**config.mk**
```make
export PLATFORM = sky130hd
export DESIGN_NAME = sqvs_serial
export DESIGN_NICKNAME = d
export VERILOG_FILES = /design/src/rtl/sqvs_pkg.sv /design/src/rtl/sqvs_serial.sv
export SDC_FILE = /design/constraint.sdc
export NUM_CORES = 1
export LEC_CHECK = 0
export ABC_AREA = 1
export BUFFER_PORTS_ARGS = -buffer_cell sky130_fd_sc_hd__buf_2
export CAP_MARGIN = 15
export CORE_MARGIN = 4
export CORE_UTILIZATION = 40
export DETAILED_ROUTE_END_ITERATION = 8
export GPL_ROUTABILITY_DRIVEN = 0
export PLACE_DENSITY = 0.73
export SYNTH_ARGS = -nofsm -noshare
export SYNTH_HDL_FRONTEND = slang
export SYNTH_SLANG_ARGS = --single-unit
```
**constraint.sdc**
```tcl
create_clock -name clock -period 1.1 [get_ports clock]
set_clock_uncertainty 0.05 [all_clocks]
set_input_delay 0.055 -clock clock [delete_from_list [all_inputs] [get_ports clock]]
set_output_delay 0.055 -clock clock [all_outputs]
set_load 0.02 [all_outputs]
```
**src/rtl/sqvs_pkg.sv**
```systemverilog
// Shared types, constants and helper functions for the sprite quad vertex setup.
package sqvs_pkg;

   // CORDIC iteration count; anything above the atan table length acts as the table length
   localparam int CORDIC_STEPS    = 16;
   localparam int ATAN_LEN        = 24;
   localparam int CORDIC_N        = (CORDIC_STEPS > ATAN_LEN) ? ATAN_LEN : CORDIC_STEPS;
   localparam int STEPS_PER_STAGE = 2;
   localparam int CORDIC_STG      = (CORDIC_N + STEPS_PER_STAGE - 1) / STEPS_PER_STAGE;
   localparam int DIV_QBITS       = 17;
   localparam int DIV_STG         = (DIV_QBITS + STEPS_PER_STAGE - 1) / STEPS_PER_STAGE;
   localparam int ITER_STAGES     = (CORDIC_STG > DIV_STG) ? CORDIC_STG : DIV_STG;

   localparam logic signed [31:0] CORDIC_X0 = 32'sh26DD3B6A;
   localparam logic signed [31:0] ANG_EIGHTH = 32'sh2000_0000;

   localparam logic [31:0] ATAN_TURNS [ATAN_LEN] = '{
      32'h20000000, 32'h12E4051D, 32'h09FB385B, 32'h051111D4, 32'h028B0D43, 32'h0145D7E1,
      32'h00A2F61E, 32'h00517C55, 32'h0028BE53, 32'h00145F2E, 32'h000A2F98, 32'h000517CC,
      32'h00028BE6, 32'h000145F3, 32'h0000A2F9, 32'h0000517C, 32'h000028BE, 32'h0000145F,
      32'h00000A2F, 32'h00000517, 32'h0000028B, 32'h00000145, 32'h000000A2, 32'h00000051
   };

   // register indexes of the configuration port
   localparam logic [1:0] CSR_IMAGE_WIDTH  = 2'd0;
   localparam logic [1:0] CSR_IMAGE_HEIGHT = 2'd1;
   localparam logic [1:0] CSR_CCW_WINDING  = 2'd2;

   localparam logic [1:0]  LAST_CORNER = 2'd3;
   localparam logic [16:0] TEX_ONE     = 17'd65536;

   typedef struct packed {
      logic [11:0]        src_left;
      logic [11:0]        src_top;
      logic [12:0]        src_width;
      logic [12:0]        src_height;
      logic signed [23:0] offset_x;
      logic signed [23:0] offset_y;
      logic signed [15:0] scale_x;
      logic signed [15:0] scale_y;
      logic signed [23:0] pivot_x;
      logic signed [23:0] pivot_y;
      logic [15:0]        turn_angle;
   } req_type;

   // payload carried through the iteration stages
   typedef struct packed {
      logic signed [31:0] cx;
      logic signed [31:0] cy;
      logic signed [31:0] cz;
      logic [1:0]         quad;
      logic               rot;
      logic [3:0][29:0]   rem;
      logic [3:0][16:0]   qt;
      logic [3:0]         zero;
      logic [3:0]         ovf;
      logic [12:0]        div_u;
      logic [12:0]        div_v;
      logic signed [30:0] x_l;
      logic signed [30:0] x_r;
      logic signed [30:0] y_t;
      logic signed [30:0] y_b;
      logic signed [31:0] tx_l;
      logic signed [31:0] tx_r;
      logic signed [31:0] ty_t;
      logic signed [31:0] ty_b;
      logic signed [23:0] px;
      logic signed [23:0] py;
   } itm_type;

   typedef struct packed {
      logic [3:0][23:0] vx;
      logic [3:0][23:0] vy;
      logic [3:0][16:0] tu;
      logic [3:0][16:0] tv;
   } quad_type;

   function automatic logic signed [31:0] atan_at(input int i);
      if (i < ATAN_LEN) return $signed(ATAN_TURNS[i]);
      return 32'sd0;
   endfunction

   function automatic logic [23:0] sat24(input logic signed [34:0] v);
      if (v > 35'sd8388607) return 24'h7FFFFF;
      if (v < -35'sd8388608) return 24'h800000;
      return v[23:0];
   endfunction

endpackage

```
**src/rtl/sqvs_serial.sv**
```systemverilog
// Output register: holds one quad and hands out its four vertices one beat at a time.
module sqvs_serial import sqvs_pkg::*; (
   input  logic               clock,
   input  logic               reset,
   input  logic               load,
   input  quad_type           in_d,
   output logic               free,
   output logic               rsp_valid,
   input  logic               rsp_ready,
   output logic [1:0]         rsp_corner,
   output logic signed [23:0] rsp_vert_x,
   output logic signed [23:0] rsp_vert_y,
   output logic [16:0]        rsp_tex_u,
   output logic [16:0]        rsp_tex_v,
   output logic               rsp_final_corner
);

   quad_type quad_ff;
   logic     busy_ff;
   logic [1:0] cnt_ff;

   always_ff @(posedge clock) begin
      if (reset) begin
         busy_ff <= 1'b0;
         cnt_ff  <= 2'd0;
      end else if (load) begin
         busy_ff <= 1'b1;
         cnt_ff  <= 2'd0;
      end else if (busy_ff && rsp_ready) begin
         if (cnt_ff == LAST_CORNER) busy_ff <= 1'b0;
         cnt_ff <= cnt_ff + 2'd1;
      end
   end

   always_ff @(posedge clock) begin
      if (load) quad_ff <= in_d;
   end

   assign free             = !busy_ff || (rsp_ready && (cnt_ff == LAST_CORNER));
   assign rsp_valid        = busy_ff;
   assign rsp_corner       = cnt_ff;
   assign rsp_vert_x       = $signed(quad_ff.vx[cnt_ff]);
   assign rsp_vert_y       = $signed(quad_ff.vy[cnt_ff]);
   assign rsp_tex_u        = quad_ff.tu[cnt_ff];
   assign rsp_tex_v        = quad_ff.tv[cnt_ff];
   assign rsp_final_corner = (cnt_ff == LAST_CORNER);

endmodule

```
==> metrics.md <==
| Metric | Value |
|---|---|
| Status | `finished with violations` |
| Violated checks | `setup timing` |
| Share of synthesized area occupied by flip-flops and latches | `70.8%` |
| Critical Setup Path Class | `flop to output pin` |
| Leading cell type by number of instances after synthesis | `sky130_fd_sc_hd__nand2_1` |
| Total number of H-tree levels | `2` |
| Warnings from Yosys | `0` |
| Avg Synthesized Cell Area | `10.7 um2` |
| Total Routed Length | `48.2 mm` |
| Worst-path fanout max | `30` |
| TritonCTS buffer count | `36` |
| Max stage delay cell, worst path | `sky130_fd_sc_hd__dfxtp_4` |
| First-pass GRT wire length | `71.8 mm` |
| List of most frequent post-synthesis cells | `416 x sky130_fd_sc_hd__nand2_1, 330 x sky130_fd_sc_hd__inv_1, 328 x sky130_fd_sc_hd__edfxtp_1, 165 x sky130_fd_sc_hd__nand3_1, 28 x sky130_fd_sc_hd__buf_2` |
| Worst reg-to-reg setup slack | `-0.10 ns` |
| Critical path arrival | `1.80 ns` |
| Final setup vio count | `89` |
| Die Footprint | `0.0380 mm2` |
| Fraction of synthesized cell area in xor and xnor cells | `0%` |
| Post-DP HPWL | `25.5 mm` |
| Capture instance of the worst register-to-register path | `rsp_corner[1]$_SDFFE_PP0P_` |
| Maximum number of pins on one net before global-route repair | `60` |
| Worst-path cell chain | `inv_6 > buf_16 > nand2_1 > nand3_1 > nand2_2 > buf_2` |
| Complex-gate fraction of the synthesized area | `0.0715%` |
| Placeable core region | `0.0345 mm2` |
| Number of distinct library cells after synthesis | `13` |
| Total routing resource utilization after global routing | `24.1%` |
| Maximum clock frequency | `525 MHz` |
| Leak | `10.5 nW` |
| Chip height | `195 um` |
| Slew Viols, Final | `0` |
| Worst-Margin Slew | `0.297 ns` |
| Summed area of non-filler cells in the final layout | `0.0220 mm2` |
| Ratio of cells with drive above 1 in the final layout | `30.6%` |
| FFs w/ async S/R, synth | `0%` |
| Routed metal-1 wirelength | `17.0 mm` |
| Growth of design area from synthesis to finish | `57.4%` |
| Dominant cell type by area after synthesis | `sky130_fd_sc_hd__edfxtp_1` |
| Final worst setup slack | `-0.804 ns` |
| Filler Cell Count | `2349` |
| Largest stage delay on the critical path | `0.38 ns` |
| Combinational family with the most area after synthesis | `simple AND/OR/NAND/NOR gates` |
| Length of the first detailed-routing pass in iterations | `8` |
| Wire length on met3 | `4.40 mm` |
| Number of top-level pins | `419` |
| Worst setup EP type | `output pin` |
| Max rail drop VDD | `1510 uV` |
| RSZ-0062 raised after global routing | `yes` |
| Number of cells traversed by the worst register-to-register path | `4` |
| Total number of vias | `12.4k` |
| Total placed instance area | `0.0172 mm2` |
| Antenna Nets Post-Route | `0` |
| Clock latency reported for the late side of the worst-skew pair | `0.53 ns` |
| Share of cell area taken by muxes after synthesis | `0%` |
| Detail-routed via count per cell | `4.81` |
| Hold Crit Class | `input pin to flop` |
| Number of violations reported at the end of detailed-routing iteration 0 | `909` |
| Gr ovfl total | `0` |
| Area taken by multi-input logic gates | `0.00281 mm2` |
| Most used DFF post-synth | `sky130_fd_sc_hd__edfxtp_1` |
| Required time at the worst-slack endpoint | `1.00 ns` |
| Max-slew headroom at the worst pin | `80.2%` |
| Clock tree sinks | `331` |
| Period utilization | `173%` |
| Via count of the first global-routing pass | `13.4k` |
| Final Critical Period | `1.90 ns` |
| Power density cells | `1450 mW/mm2` |
| Simple logic cell fraction of the synthesized area | `17.2%` |
| Mean routed wirelength per cell | `18.7 um` |
| Sequential standard cell area | `0.00992 mm2` |
| Met2 wire length | `24.6 mm` |
| Adder-cell share of the synthesized area | `0.0894%` |
| Nets@finish | `2428` |
| X dimension of the die | `195 um` |
| Area fraction of the dominant cell type after synthesis | `70.4%` |
| Highest routing layer actually used | `met4` |
| Post-Syn Instances | `1305` |
| Post-Synthesis Cell Area | `0.0140 mm2` |
| Count of endpoints failing hold in the final timing report | `0` |
| Number of standard cells in the layout, taps in and fillers out | `2579` |
| Buffer depth of the longest clock path | `3` |
| Number of buffers added on ports | `418` |
| Startpoint of the most critical setup path | `rsp_corner[0]$_SDFFE_PP0P_` |
| Max Cap Violations | `0` |
| Clock tree from TritonCTS | `built` |
| Number of enable-type register cells in the synthesized netlist | `328` |
| Launch instance of the worst register-to-register path | `rsp_corner[0]$_SDFFE_PP0P_` |
| Post-Syn Nets | `1638` |
| Cells taking the most area after synthesis | `sky130_fd_sc_hd__edfxtp_1 70%, sky130_fd_sc_hd__nand2_1 11%, sky130_fd_sc_hd__inv_1 8.9%` |
| Starting density of the core | `40.5%` |
| Total placed cells including tap cells | `2177` |
| Crit start category | `flop` |
| DRC violation count after routing | `0` |
| Number of antenna violations at the first check in global routing | `3` |
| Clock-pin transition on the worst setup and hold timing paths | `0.06 ns` |
| Post-synthesis register bit count | `331` |
| Clock root buffer master | `sky130_fd_sc_hd__clkbuf_16` |
| Critical Path End | `rsp_tex_u[4]` |
| Num rows | `68` |
[report_power, final]
part,switching (W),internal (W)
sequential,0.000328,0.0150
clock,0.00492,0.00714
combinational,0.00242,0.00219
total,0.00766,0.0243
[flip-flops by register name (all words and copies together) (netlist names)]
name        cells
quad_ff       328
rsp_valid       1
rsp_corner      2
[metrics by stage]
step / utilization (%) / power, W / hold slack (ns) / setup TNS, ns / setup WS, ns
6_report: 63.8 / 0.0320 / 0.177 / -61.72 / -0.804
5_1_grt: 63.8 / 0.0331 / 0.159 / -68.62 / -0.870
4_1_cts: 63.1 / 0.0317 / 0.136 / -60.63 / -0.748
3_5_place_dp: 49.7 / 0.0187 / 0.183 / -12.48 / -0.250
3_3_place_gp: 49.7 / 0.0186 / 0.182 / -10.37 / -0.198
2_1_floorplan: - / 0.0171 / 0.0741 / -2.76 / -0.0626
[worst min-delay path by stage]
stage / endpoint / cells after the start / slack [ns] / from
4_1_cts: quad_ff[16]$_DFFE_PP_ / 2 / 0.14 / in_d[16]
5_1_grt: quad_ff[101]$_DFFE_PP_ / 2 / 0.16 / in_d[101]
2_1_floorplan: rsp_valid$_SDFFE_PP0P_ / 1 / 0.07 / reset
3_3_place_gp: quad_ff[216]$_DFFE_PP_ / 1 / 0.18 / in_d[216]
3_5_place_dp: quad_ff[201]$_DFFE_PP_ / 1 / 0.18 / in_d[201]
6_report: quad_ff[101]$_DFFE_PP_ / 2 / 0.18 / in_d[101]
[cell families after synthesis]
| kind of cell | after synthesis |
|---|---|
| DFF | 331 |
| and+or+nand+nor | 585 |
| buffers and inverters | 386 |
| AOI/OAI and AO/OA | 2 |
| adders and majority gates | 1 |
[critical path, delay by kind of cell, from the launching register on]
family	cells	cell delay, ns
buffers and inverters	3	0.55
DFF	1	0.38
and+or+nand+nor	3	0.29
[layout make-up]
class | instances | area share, %
sequential | 331 | 45.0
timing repair buffer | 807 | 28.7
multi-input combinational | 588 | 12.7
inverter | 331 | 5.68
clock buffer | 50 | 4.42
tap | 455 | 2.58
clock inverter | 13 | 0.767
antenna | 4 | 0.0454
[layer usage]
| layer | vias to the layer above | GRT usage, % |
|---|---|---|
| met5 | - | 0 |
| met4 | 0 | 11.9 |
| met3 | 157 | 5.95 |
| met2 | 793 | 42.6 |
| met1 | 5795 | 27.2 |
| li1 | 5659 | - |
[cell usage in the layout, fill, tap and decap left out]
| master | n |
|---|---|
| sky130_fd_sc_hd__dfxtp_4 | 3 |
| sky130_fd_sc_hd__inv_6 | 1 |
| sky130_fd_sc_hd__nand2_1 | 330 |
| sky130_fd_sc_hd__inv_1 | 329 |
| sky130_fd_sc_hd__buf_12 | 22 |
| sky130_fd_sc_hd__dlygate4sd3_1 | 331 |
| sky130_fd_sc_hd__buf_6 | 17 |
| sky130_fd_sc_hd__clkbuf_16 | 39 |
| sky130_fd_sc_hd__clkinv_2 | 3 |
| sky130_fd_sc_hd__buf_4 | 40 |
| sky130_fd_sc_hd__buf_8 | 1 |
| sky130_fd_sc_hd__buf_2 | 392 |
| sky130_fd_sc_hd__diode_2 | 4 |
| sky130_fd_sc_hd__clkinv_1 | 3 |
| sky130_fd_sc_hd__bufinv_16 | 4 |
| sky130_fd_sc_hd__buf_16 | 2 |
| sky130_fd_sc_hd__clkbuf_1 | 13 |
| sky130_fd_sc_hd__nand3_2 | 33 |
| sky130_fd_sc_hd__edfxtp_1 | 328 |
| sky130_fd_sc_hd__clkinv_4 | 1 |
| sky130_fd_sc_hd__clkinvlp_4 | 3 |
| sky130_fd_sc_hd__nor2_1 | 4 |
| sky130_fd_sc_hd__ha_2 | 1 |
| sky130_fd_sc_hd__nand2_2 | 86 |
| sky130_fd_sc_hd__nand3_1 | 132 |
| sky130_fd_sc_hd__a21oi_1 | 2 |
[timing repair]
| action | 4_1_cts | 5_1_grt |
|---|---|---|
| gates resized for setup | 48 | 37 |
| pin swaps | 6 | 0 |
| gates cloned | 0 | 2 |
| hold buffers | 331 | 0 |
| hold endpoints to repair | 481 | 0 |
| setup buffers | 2 | 0 |
| endpoints found under the setup margin | 89 | 89 |
Note: power is estimated with default switching activity, not from simulation.
