[config.mk]
export PLATFORM = sky130hd
export DESIGN_NAME = sqvs_front
export DESIGN_NICKNAME = d
export VERILOG_FILES = /design/src/rtl/sqvs_pkg.sv /design/src/rtl/sqvs_front.sv
export SDC_FILE = /design/constraint.sdc
export NUM_CORES = 2
export LEC_CHECK = 0
export BUFFER_PORTS_ARGS = -buffer_cell sky130_fd_sc_hd__buf_2
export CAP_MARGIN = 20
export CORE_UTILIZATION = 45
export CTS_CLUSTER_DIAMETER = 150
export DETAILED_ROUTE_END_ITERATION = 10
export GPL_ROUTABILITY_DRIVEN = 0
export PLACE_DENSITY = 0.76
export SYNTH_ARGS = -nofsm -noshare
export SYNTH_HDL_FRONTEND = slang
export SYNTH_SLANG_ARGS = --single-unit
[constraint.sdc]
create_clock -name clock -period 7.7 [get_ports clock]
set_input_delay 0.77 -clock clock [delete_from_list [all_inputs] [get_ports clock]]
set_output_delay 0.77 -clock clock [all_outputs]
set_load 0.005 [all_outputs]
[src/rtl/sqvs_pkg.sv]
// Shared types, constants and helper functions for the sprite quad vertex setup.
package sqvs_pkg;

   // CORDIC iteration count; anything above the atan table length acts as the table length
   localparam int CORDIC_STEPS    = 16;
   localparam int ATAN_LEN        = 24;
   localparam int CORDIC_N        = (CORDIC_STEPS > ATAN_LEN) ? ATAN_LEN : CORDIC_STEPS;
   localparam int STEPS_PER_STAGE = 2;
   localparam int CORDIC_STG      = (CORDIC_N + STEPS_PER_STAGE - 1) / STEPS_PER_STAGE;
   localparam int DIV_QBITS       = 17;
   localparam int DIV_STG         = (DIV_QBITS + STEPS_PER_STAGE - 1) / STEPS_PER_STAGE;
   localparam int ITER_STAGES     = (CORDIC_STG > DIV_STG) ? CORDIC_STG : DIV_STG;

   localparam logic signed [31:0] CORDIC_X0 = 32'sh26DD3B6A;
   localparam logic signed [31:0] ANG_EIGHTH = 32'sh2000_0000;

   localparam logic [31:0] ATAN_TURNS [ATAN_LEN] = '{
      32'h20000000, 32'h12E4051D, 32'h09FB385B, 32'h051111D4, 32'h028B0D43, 32'h0145D7E1,
      32'h00A2F61E, 32'h00517C55, 32'h0028BE53, 32'h00145F2E, 32'h000A2F98, 32'h000517CC,
      32'h00028BE6, 32'h000145F3, 32'h0000A2F9, 32'h0000517C, 32'h000028BE, 32'h0000145F,
      32'h00000A2F, 32'h00000517, 32'h0000028B, 32'h00000145, 32'h000000A2, 32'h00000051
   };

   // register indexes of the configuration port
   localparam logic [1:0] CSR_IMAGE_WIDTH  = 2'd0;
   localparam logic [1:0] CSR_IMAGE_HEIGHT = 2'd1;
   localparam logic [1:0] CSR_CCW_WINDING  = 2'd2;

   localparam logic [1:0]  LAST_CORNER = 2'd3;
   localparam logic [16:0] TEX_ONE     = 17'd65536;

   typedef struct packed {
      logic [11:0]        src_left;
      logic [11:0]        src_top;
      logic [12:0]        src_width;
      logic [12:0]        src_height;
      logic signed [23:0] offset_x;
      logic signed [23:0] offset_y;
      logic signed [15:0] scale_x;
      logic signed [15:0] scale_y;
      logic signed [23:0] pivot_x;
      logic signed [23:0] pivot_y;
      logic [15:0]        turn_angle;
   } req_type;

   // payload carried through the iteration stages
   typedef struct packed {
      logic signed [31:0] cx;
      logic signed [31:0] cy;
      logic signed [31:0] cz;
      logic [1:0]         quad;
      logic               rot;
      logic [3:0][29:0]   rem;
      logic [3:0][16:0]   qt;
      logic [3:0]         zero;
      logic [3:0]         ovf;
      logic [12:0]        div_u;
      logic [12:0]        div_v;
      logic signed [30:0] x_l;
      logic signed [30:0] x_r;
      logic signed [30:0] y_t;
      logic signed [30:0] y_b;
      logic signed [31:0] tx_l;
      logic signed [31:0] tx_r;
      logic signed [31:0] ty_t;
      logic signed [31:0] ty_b;
      logic signed [23:0] px;
      logic signed [23:0] py;
   } itm_type;

   typedef struct packed {
      logic [3:0][23:0] vx;
      logic [3:0][23:0] vy;
      logic [3:0][16:0] tu;
      logic [3:0][16:0] tv;
   } quad_type;

   function automatic logic signed [31:0] atan_at(input int i);
      if (i < ATAN_LEN) return $signed(ATAN_TURNS[i]);
      return 32'sd0;
   endfunction

   function automatic logic [23:0] sat24(input logic signed [34:0] v);
      if (v > 35'sd8388607) return 24'h7FFFFF;
      if (v < -35'sd8388608) return 24'h800000;
      return v[23:0];
   endfunction

endpackage

[src/rtl/sqvs_front.sv]
// Input register, scale products, texture dividends and CORDIC start values.
module sqvs_front import sqvs_pkg::*; (
   input  logic        clock,
   input  logic        reset,
   input  logic        adv,
   input  logic        in_v,
   input  req_type     in_d,
   input  logic [12:0] img_w,
   input  logic [12:0] img_h,
   output logic        out_v,
   output itm_type     out_d
);

   typedef struct packed {
      logic signed [29:0] prod_w;
      logic signed [29:0] prod_h;
      logic signed [23:0] ox;
      logic signed [23:0] oy;
      logic signed [23:0] px;
      logic signed [23:0] py;
      logic               sx_neg;
      logic               sy_neg;
      logic [3:0][29:0]   rem;
      logic [3:0]         zero;
      logic [12:0]        div_u;
      logic [12:0]        div_v;
      logic signed [31:0] cz;
      logic [1:0]         quad;
      logic               rot;
   } fs1_type;

   req_type s0_ff;
   logic    s0_v_ff;
   fs1_type s1_ff, s1_in;
   logic    s1_v_ff;

   always_ff @(posedge clock) begin
      if (reset) begin
         s0_v_ff <= 1'b0;
         s1_v_ff <= 1'b0;
      end else if (adv) begin
         s0_v_ff <= in_v;
         s1_v_ff <= s0_v_ff;
      end
   end

   always_ff @(posedge clock) begin
      if (adv) begin
         s0_ff <= in_d;
         s1_ff <= s1_in;
      end
   end

   always_comb begin
      logic [12:0]        du;
      logic [12:0]        dv;
      logic [12:0]        dsel;
      logic signed [14:0] num [4];
      logic [31:0]        ang_r;
      du = (img_w == 13'd0) ? 13'd1 : img_w;
      dv = (img_h == 13'd0) ? 13'd1 : img_h;
      num[0] = $signed({3'b000, s0_ff.src_left});
      num[1] = $signed({1'b0, 14'(s0_ff.src_left) + 14'(s0_ff.src_width)});
      num[2] = $signed({2'b00, dv}) - $signed({3'b000, s0_ff.src_top});
      num[3] = num[2] - $signed({2'b00, s0_ff.src_height});
      s1_in.div_u = du;
      s1_in.div_v = dv;
      for (int n = 0; n < 4; n++) begin
         dsel = (n < 2) ? du : dv;
         s1_in.zero[n] = num[n][14] | (num[n] == 15'sd0);
         s1_in.rem[n]  = {num[n][13:0], 16'h0000} + {18'd0, dsel[12:1]};
      end
      s1_in.prod_w = $signed({1'b0, s0_ff.src_width}) * s0_ff.scale_x;
      s1_in.prod_h = $signed({1'b0, s0_ff.src_height}) * s0_ff.scale_y;
      s1_in.ox     = s0_ff.offset_x;
      s1_in.oy     = s0_ff.offset_y;
      s1_in.px     = s0_ff.pivot_x;
      s1_in.py     = s0_ff.pivot_y;
      s1_in.sx_neg = s0_ff.scale_x[15];
      s1_in.sy_neg = s0_ff.scale_y[15];
      // fold the angle into +-1/8 turn plus a quadrant
      ang_r        = {s0_ff.turn_angle, 16'h0000} + 32'h2000_0000;
      s1_in.quad   = ang_r[31:30];
      s1_in.cz     = $signed({2'b00, ang_r[29:0]}) - ANG_EIGHTH;
      s1_in.rot    = |s0_ff.turn_angle;
   end

   always_comb begin
      logic signed [30:0] oxe;
      logic signed [30:0] oye;
      oxe = 31'(s1_ff.ox);
      oye = 31'(s1_ff.oy);
      out_d.x_l  = s1_ff.sx_neg ? oxe - 31'(s1_ff.prod_w) : oxe;
      out_d.x_r  = s1_ff.sx_neg ? oxe : oxe + 31'(s1_ff.prod_w);
      out_d.y_t  = s1_ff.sy_neg ? oye - 31'(s1_ff.prod_h) : oye;
      out_d.y_b  = s1_ff.sy_neg ? oye : oye + 31'(s1_ff.prod_h);
      out_d.tx_l = 32'(out_d.x_l) - 32'(s1_ff.px);
      out_d.tx_r = 32'(out_d.x_r) - 32'(s1_ff.px);
      out_d.ty_t = 32'(out_d.y_t) - 32'(s1_ff.py);
      out_d.ty_b = 32'(out_d.y_b) - 32'(s1_ff.py);
      out_d.px   = s1_ff.px;
      out_d.py   = s1_ff.py;
      out_d.cx   = CORDIC_X0;
      out_d.cy   = 32'sd0;
      out_d.cz   = s1_ff.cz;
      out_d.quad = s1_ff.quad;
      out_d.rot  = s1_ff.rot;
      out_d.rem  = s1_ff.rem;
      out_d.qt   = '0;
      out_d.zero = s1_ff.zero;
      out_d.div_u = s1_ff.div_u;
      out_d.div_v = s1_ff.div_v;
      for (int n = 0; n < 4; n++) begin
         out_d.ovf[n] = s1_ff.rem[n] >= {((n < 2) ? s1_ff.div_u : s1_ff.div_v), 17'd0};
      end
   end

   assign out_v = s1_v_ff;

endmodule

==> summary.md <==
| Metric | Value |
|---|---|
| Total die area | `between 0.1 and 0.15 sq mm` |
| Reg2Reg Setup Slack | `slightly above 900 ps` |
| Initial Util | `0.4537` |
| Post-synthesis mux area share | `0.01192` |
| Ports | `around 850` |
| Cell Rows | `120` |
| Worst-path fanout max | `4` |
| Period minus WS final | `~7300 ps` |
| Sequential share of the synthesized area | `0.2813` |
| First-pass DRT Iterations | `8` |
| Routed via count | `36317` |
| Setup Fix Bufs, Post-CTS | `0` |
| Largest family of logic cells by synthesized area | `adder cells` |
| Layout overhead on the synthesized area | `9.296%` |
| Reg2reg end | `s1_ff[341]` |
| GRT Resource Usage Total | `0.2246` |
| Share of the synthesized area in the top cell type | `0.2805` |
| Hold Path Depth | `1` |
| Dpl hpwl | `roughly 100 mm` |
| Rel. slew slack | `0.2828` |
| Pin count of the biggest net entering global routing | `approximately 150` |
| Clock Skew | `38.00 ps` |
| MaxCap Viol Count | `0` |
| Die width | `around 330 um` |
| Worst-Skew Late Latency | `~660 ps` |
| Leading area contributor after synthesis | `edfxtp_1` |
| XOR/XNOR Fraction of Synth Area | `0.04985` |
| RSZ-0062 raised after global routing | `no` |
| Register bit total from synthesis | `between 400 and 500` |
| Asr flop ratio synth | `0` |
| Layout Nets | `6518` |
| Setup crit end kind | `primary output` |
| Clock sink total | `455` |
| Worst Reg-to-Reg Cells | `24` |
| Worst EP required | `6930 ps` |
| Netlist cell types | `around 80` |
| Post-synthesis area per instance | `between 9 and 10 sq um` |
| Slew Viols, Final | `0` |
| Filler instances | `around 9600` |
| First-pass GRT wire length | `~190 mm` |
| F_max | `136.3 MHz` |
| ANT nets after route | `0` |
| Hold Path Class | `in -> reg` |
| Antenna violations before repair | `13` |
| Adder-Cell Fraction of Synth Area | `0.2954` |
| Syn. warnings | `0` |
| Post-Synthesis Cell Area | `0.04850 sq mm` |
| Fin. Hold Viols | `0` |
| Vias per cell | `approximately 5.3` |
| Routed WL | `between 100 and 150 mm` |
| Worst endpoint data arrival time | `6570 ps` |
| Slew @ Worst Pin | `around 1100 ps` |
| TritonCTS clock tree | `yes` |
| Setup WS pre-CTS | `931.8 ps` |
| Total gr overflow | `0` |
| Count of final setup violators | `0` |
| Crit Path Category | `reg -> out` |
| Die H | `between 300 and 400 um` |
| Clock root buffer | `clkbuf_16` |
| Setup TNS | `0 ps` |
| Post-synthesis compound-gate area fraction | `0.1174` |
| Hold_buf cts | `0` |
| Startpoint Class | `register` |
| Clock transition at path regs | `~70 ps` |
| Clock Tree Buf Depth | `3` |
| Synth top area cells | `edfxtp_1, fa_1, ha_1` |
| DR WL/cell | `~19 um` |
| Number of DRC violations after detailed-routing iteration 0 | `3155` |
| Cells after Synth | `roughly 5000` |
| Fraction of layout cells with a size suffix above 1 | `0.1586` |
| Residual DRC count | `0` |
| Ys flop type | `edfxtp_1` |
| Vias in the first global route | `35197` |
| H-tree levels | `2` |
| Final WS setup | `about 360 ps` |
| WHS Endpoint | `s0_ff[89]` |
| Core ar. | `0.1069 sq mm` |
| Final worst-path cycle share | `0.9530` |
| Status | `complete, no violations` |
| Reg-to-reg startpoint | `s0_ff[159]` |
| Min-delay src | `in_d[89]` |
| CTS buffer count | `between 50 and 60` |
| Post-synthesis simple-gate area fraction | `0.1158` |
| Port-buffer cells | `679` |
| EDFF count, synth | `around 450` |
## cells by family (layout without fill, tap and decap cells)
family,Yosys count,after routing
DFF,455,455
buffers and inverters,1289,1568
other,2,172
adders and majority gates,896,896
muxes,52,52
xor gates and xnor gates,276,276
and+or+nand+nor,1143,1143
AOI/OAI and AO/OA,884,884
## sequential cells by signal, summed over array words and instances (netlist names)
signal / flops
out_d: 149
out_v: 1
s0_ff: 194
s0_v_ff: 1
s1_ff: 110
## cell usage after synthesis, types with 57 or more instances
library cell,instances
a21o_1,97
a21oi_1,284
and2_1,207
buf_4,366
clkbuf_1,135
edfxtp_1,453
fa_1,415
ha_1,481
inv_1,776
nand2_1,378
nor2_1,217
nor3_1,57
o21ai_0,158
xnor2_1,223
## critical path: stages (launching register included)
cell      delay (ps)
edfxtp_1         440
inv_1            100
ha_1             190
inv_1             70
fa_1             410
nand2_1          110
a21oi_1          100
or4_1            510
a31oi_1          510
o21ai_0          230
a311o_1          390
nand3_1           80
o21ai_0          210
ha_1             470
inv_1            120
nor4_1           530
a221oi_2         220
a211oi_1         350
o31a_1           240
o21ai_1          120
o21ai_0          270
o22ai_1          120
buf_2            140
## placed cells by master, fill, tap and decap left out, drive strengths merged, types with 51 or more instances in the layout
master / count
a21o: 97
a21oi: 286
and2: 207
buf: 693
clkbuf: 60
conb: 166
edfxtp: 453
fa: 415
ha: 481
inv: 780
nand2: 378
nand3: 51
nor2: 217
nor3: 57
o21ai: 162
xnor2: 223
xor2: 53
## metrics by stage
| step | hold WS, ps | utilization | std cells | cell area [sq um] |
|---|---|---|---|---|
| floorplan | 400.3 | - | 5161 | 49110 |
| global placement | 400.5 | 0.4780 | 6744 | 51100 |
| detailed placement | 404.5 | 0.4780 | 6744 | 51100 |
| CTS | 221.5 | 0.4954 | 6842 | 52960 |
| global route | 250.6 | 0.4958 | 6847 | 53000 |
| finish | 281.7 | 0.4958 | 6849 | 53000 |
## area by class of cell
cell class,count,area [sq um],share of cell area
Clock buffer,60,1374,0.02592
Clock inverter,38,488.0,0.009206
Inverter,777,2917,0.05502
Timing Repair Buffer,693,3551,0.06699
Multi-Input combinational cell,3417,29260,0.5521
Tap cell,1403,1755,0.03312
Antenna cell,6,15.01,0.0002833
Sequential cell,455,13640,0.2574
## how the worst max path moves through the flow
| stage | start | to | slack (ps) | depth (start not counted) |
|---|---|---|---|---|
| after detailed placement | s0_ff[159] | s1_ff[342] | 930 | 23 |
| final | s1_ff[235] | out_d[111] | 360 | 22 |
| after floorplan | s0_ff[149] | s1_ff[306] | 1450 | 25 |
| after global placement | s0_ff[159] | s1_ff[342] | 1040 | 23 |
| after global routing | s1_ff[235] | out_d[78] | 60 | 21 |
| after CTS | s1_ff[235] | out_d[109] | 240 | 23 |
## timing repair
action,CTS,global route
hold endpoints to repair,0,0
endpoints found under the setup margin,0,3
resized for setup,0,2
## metal layers
metal  vias up  GRT usage  wire, um
met5         -          0       111
met3       272    0.04300      9886
li1      16960          -         -
met1     17498     0.3051     55130
met4        16    0.08075      4558
met2      1571     0.3566     57250
Power is not shown: default switching activity piles up to over one toggle a cycle in this logic, so the estimate is an artifact.
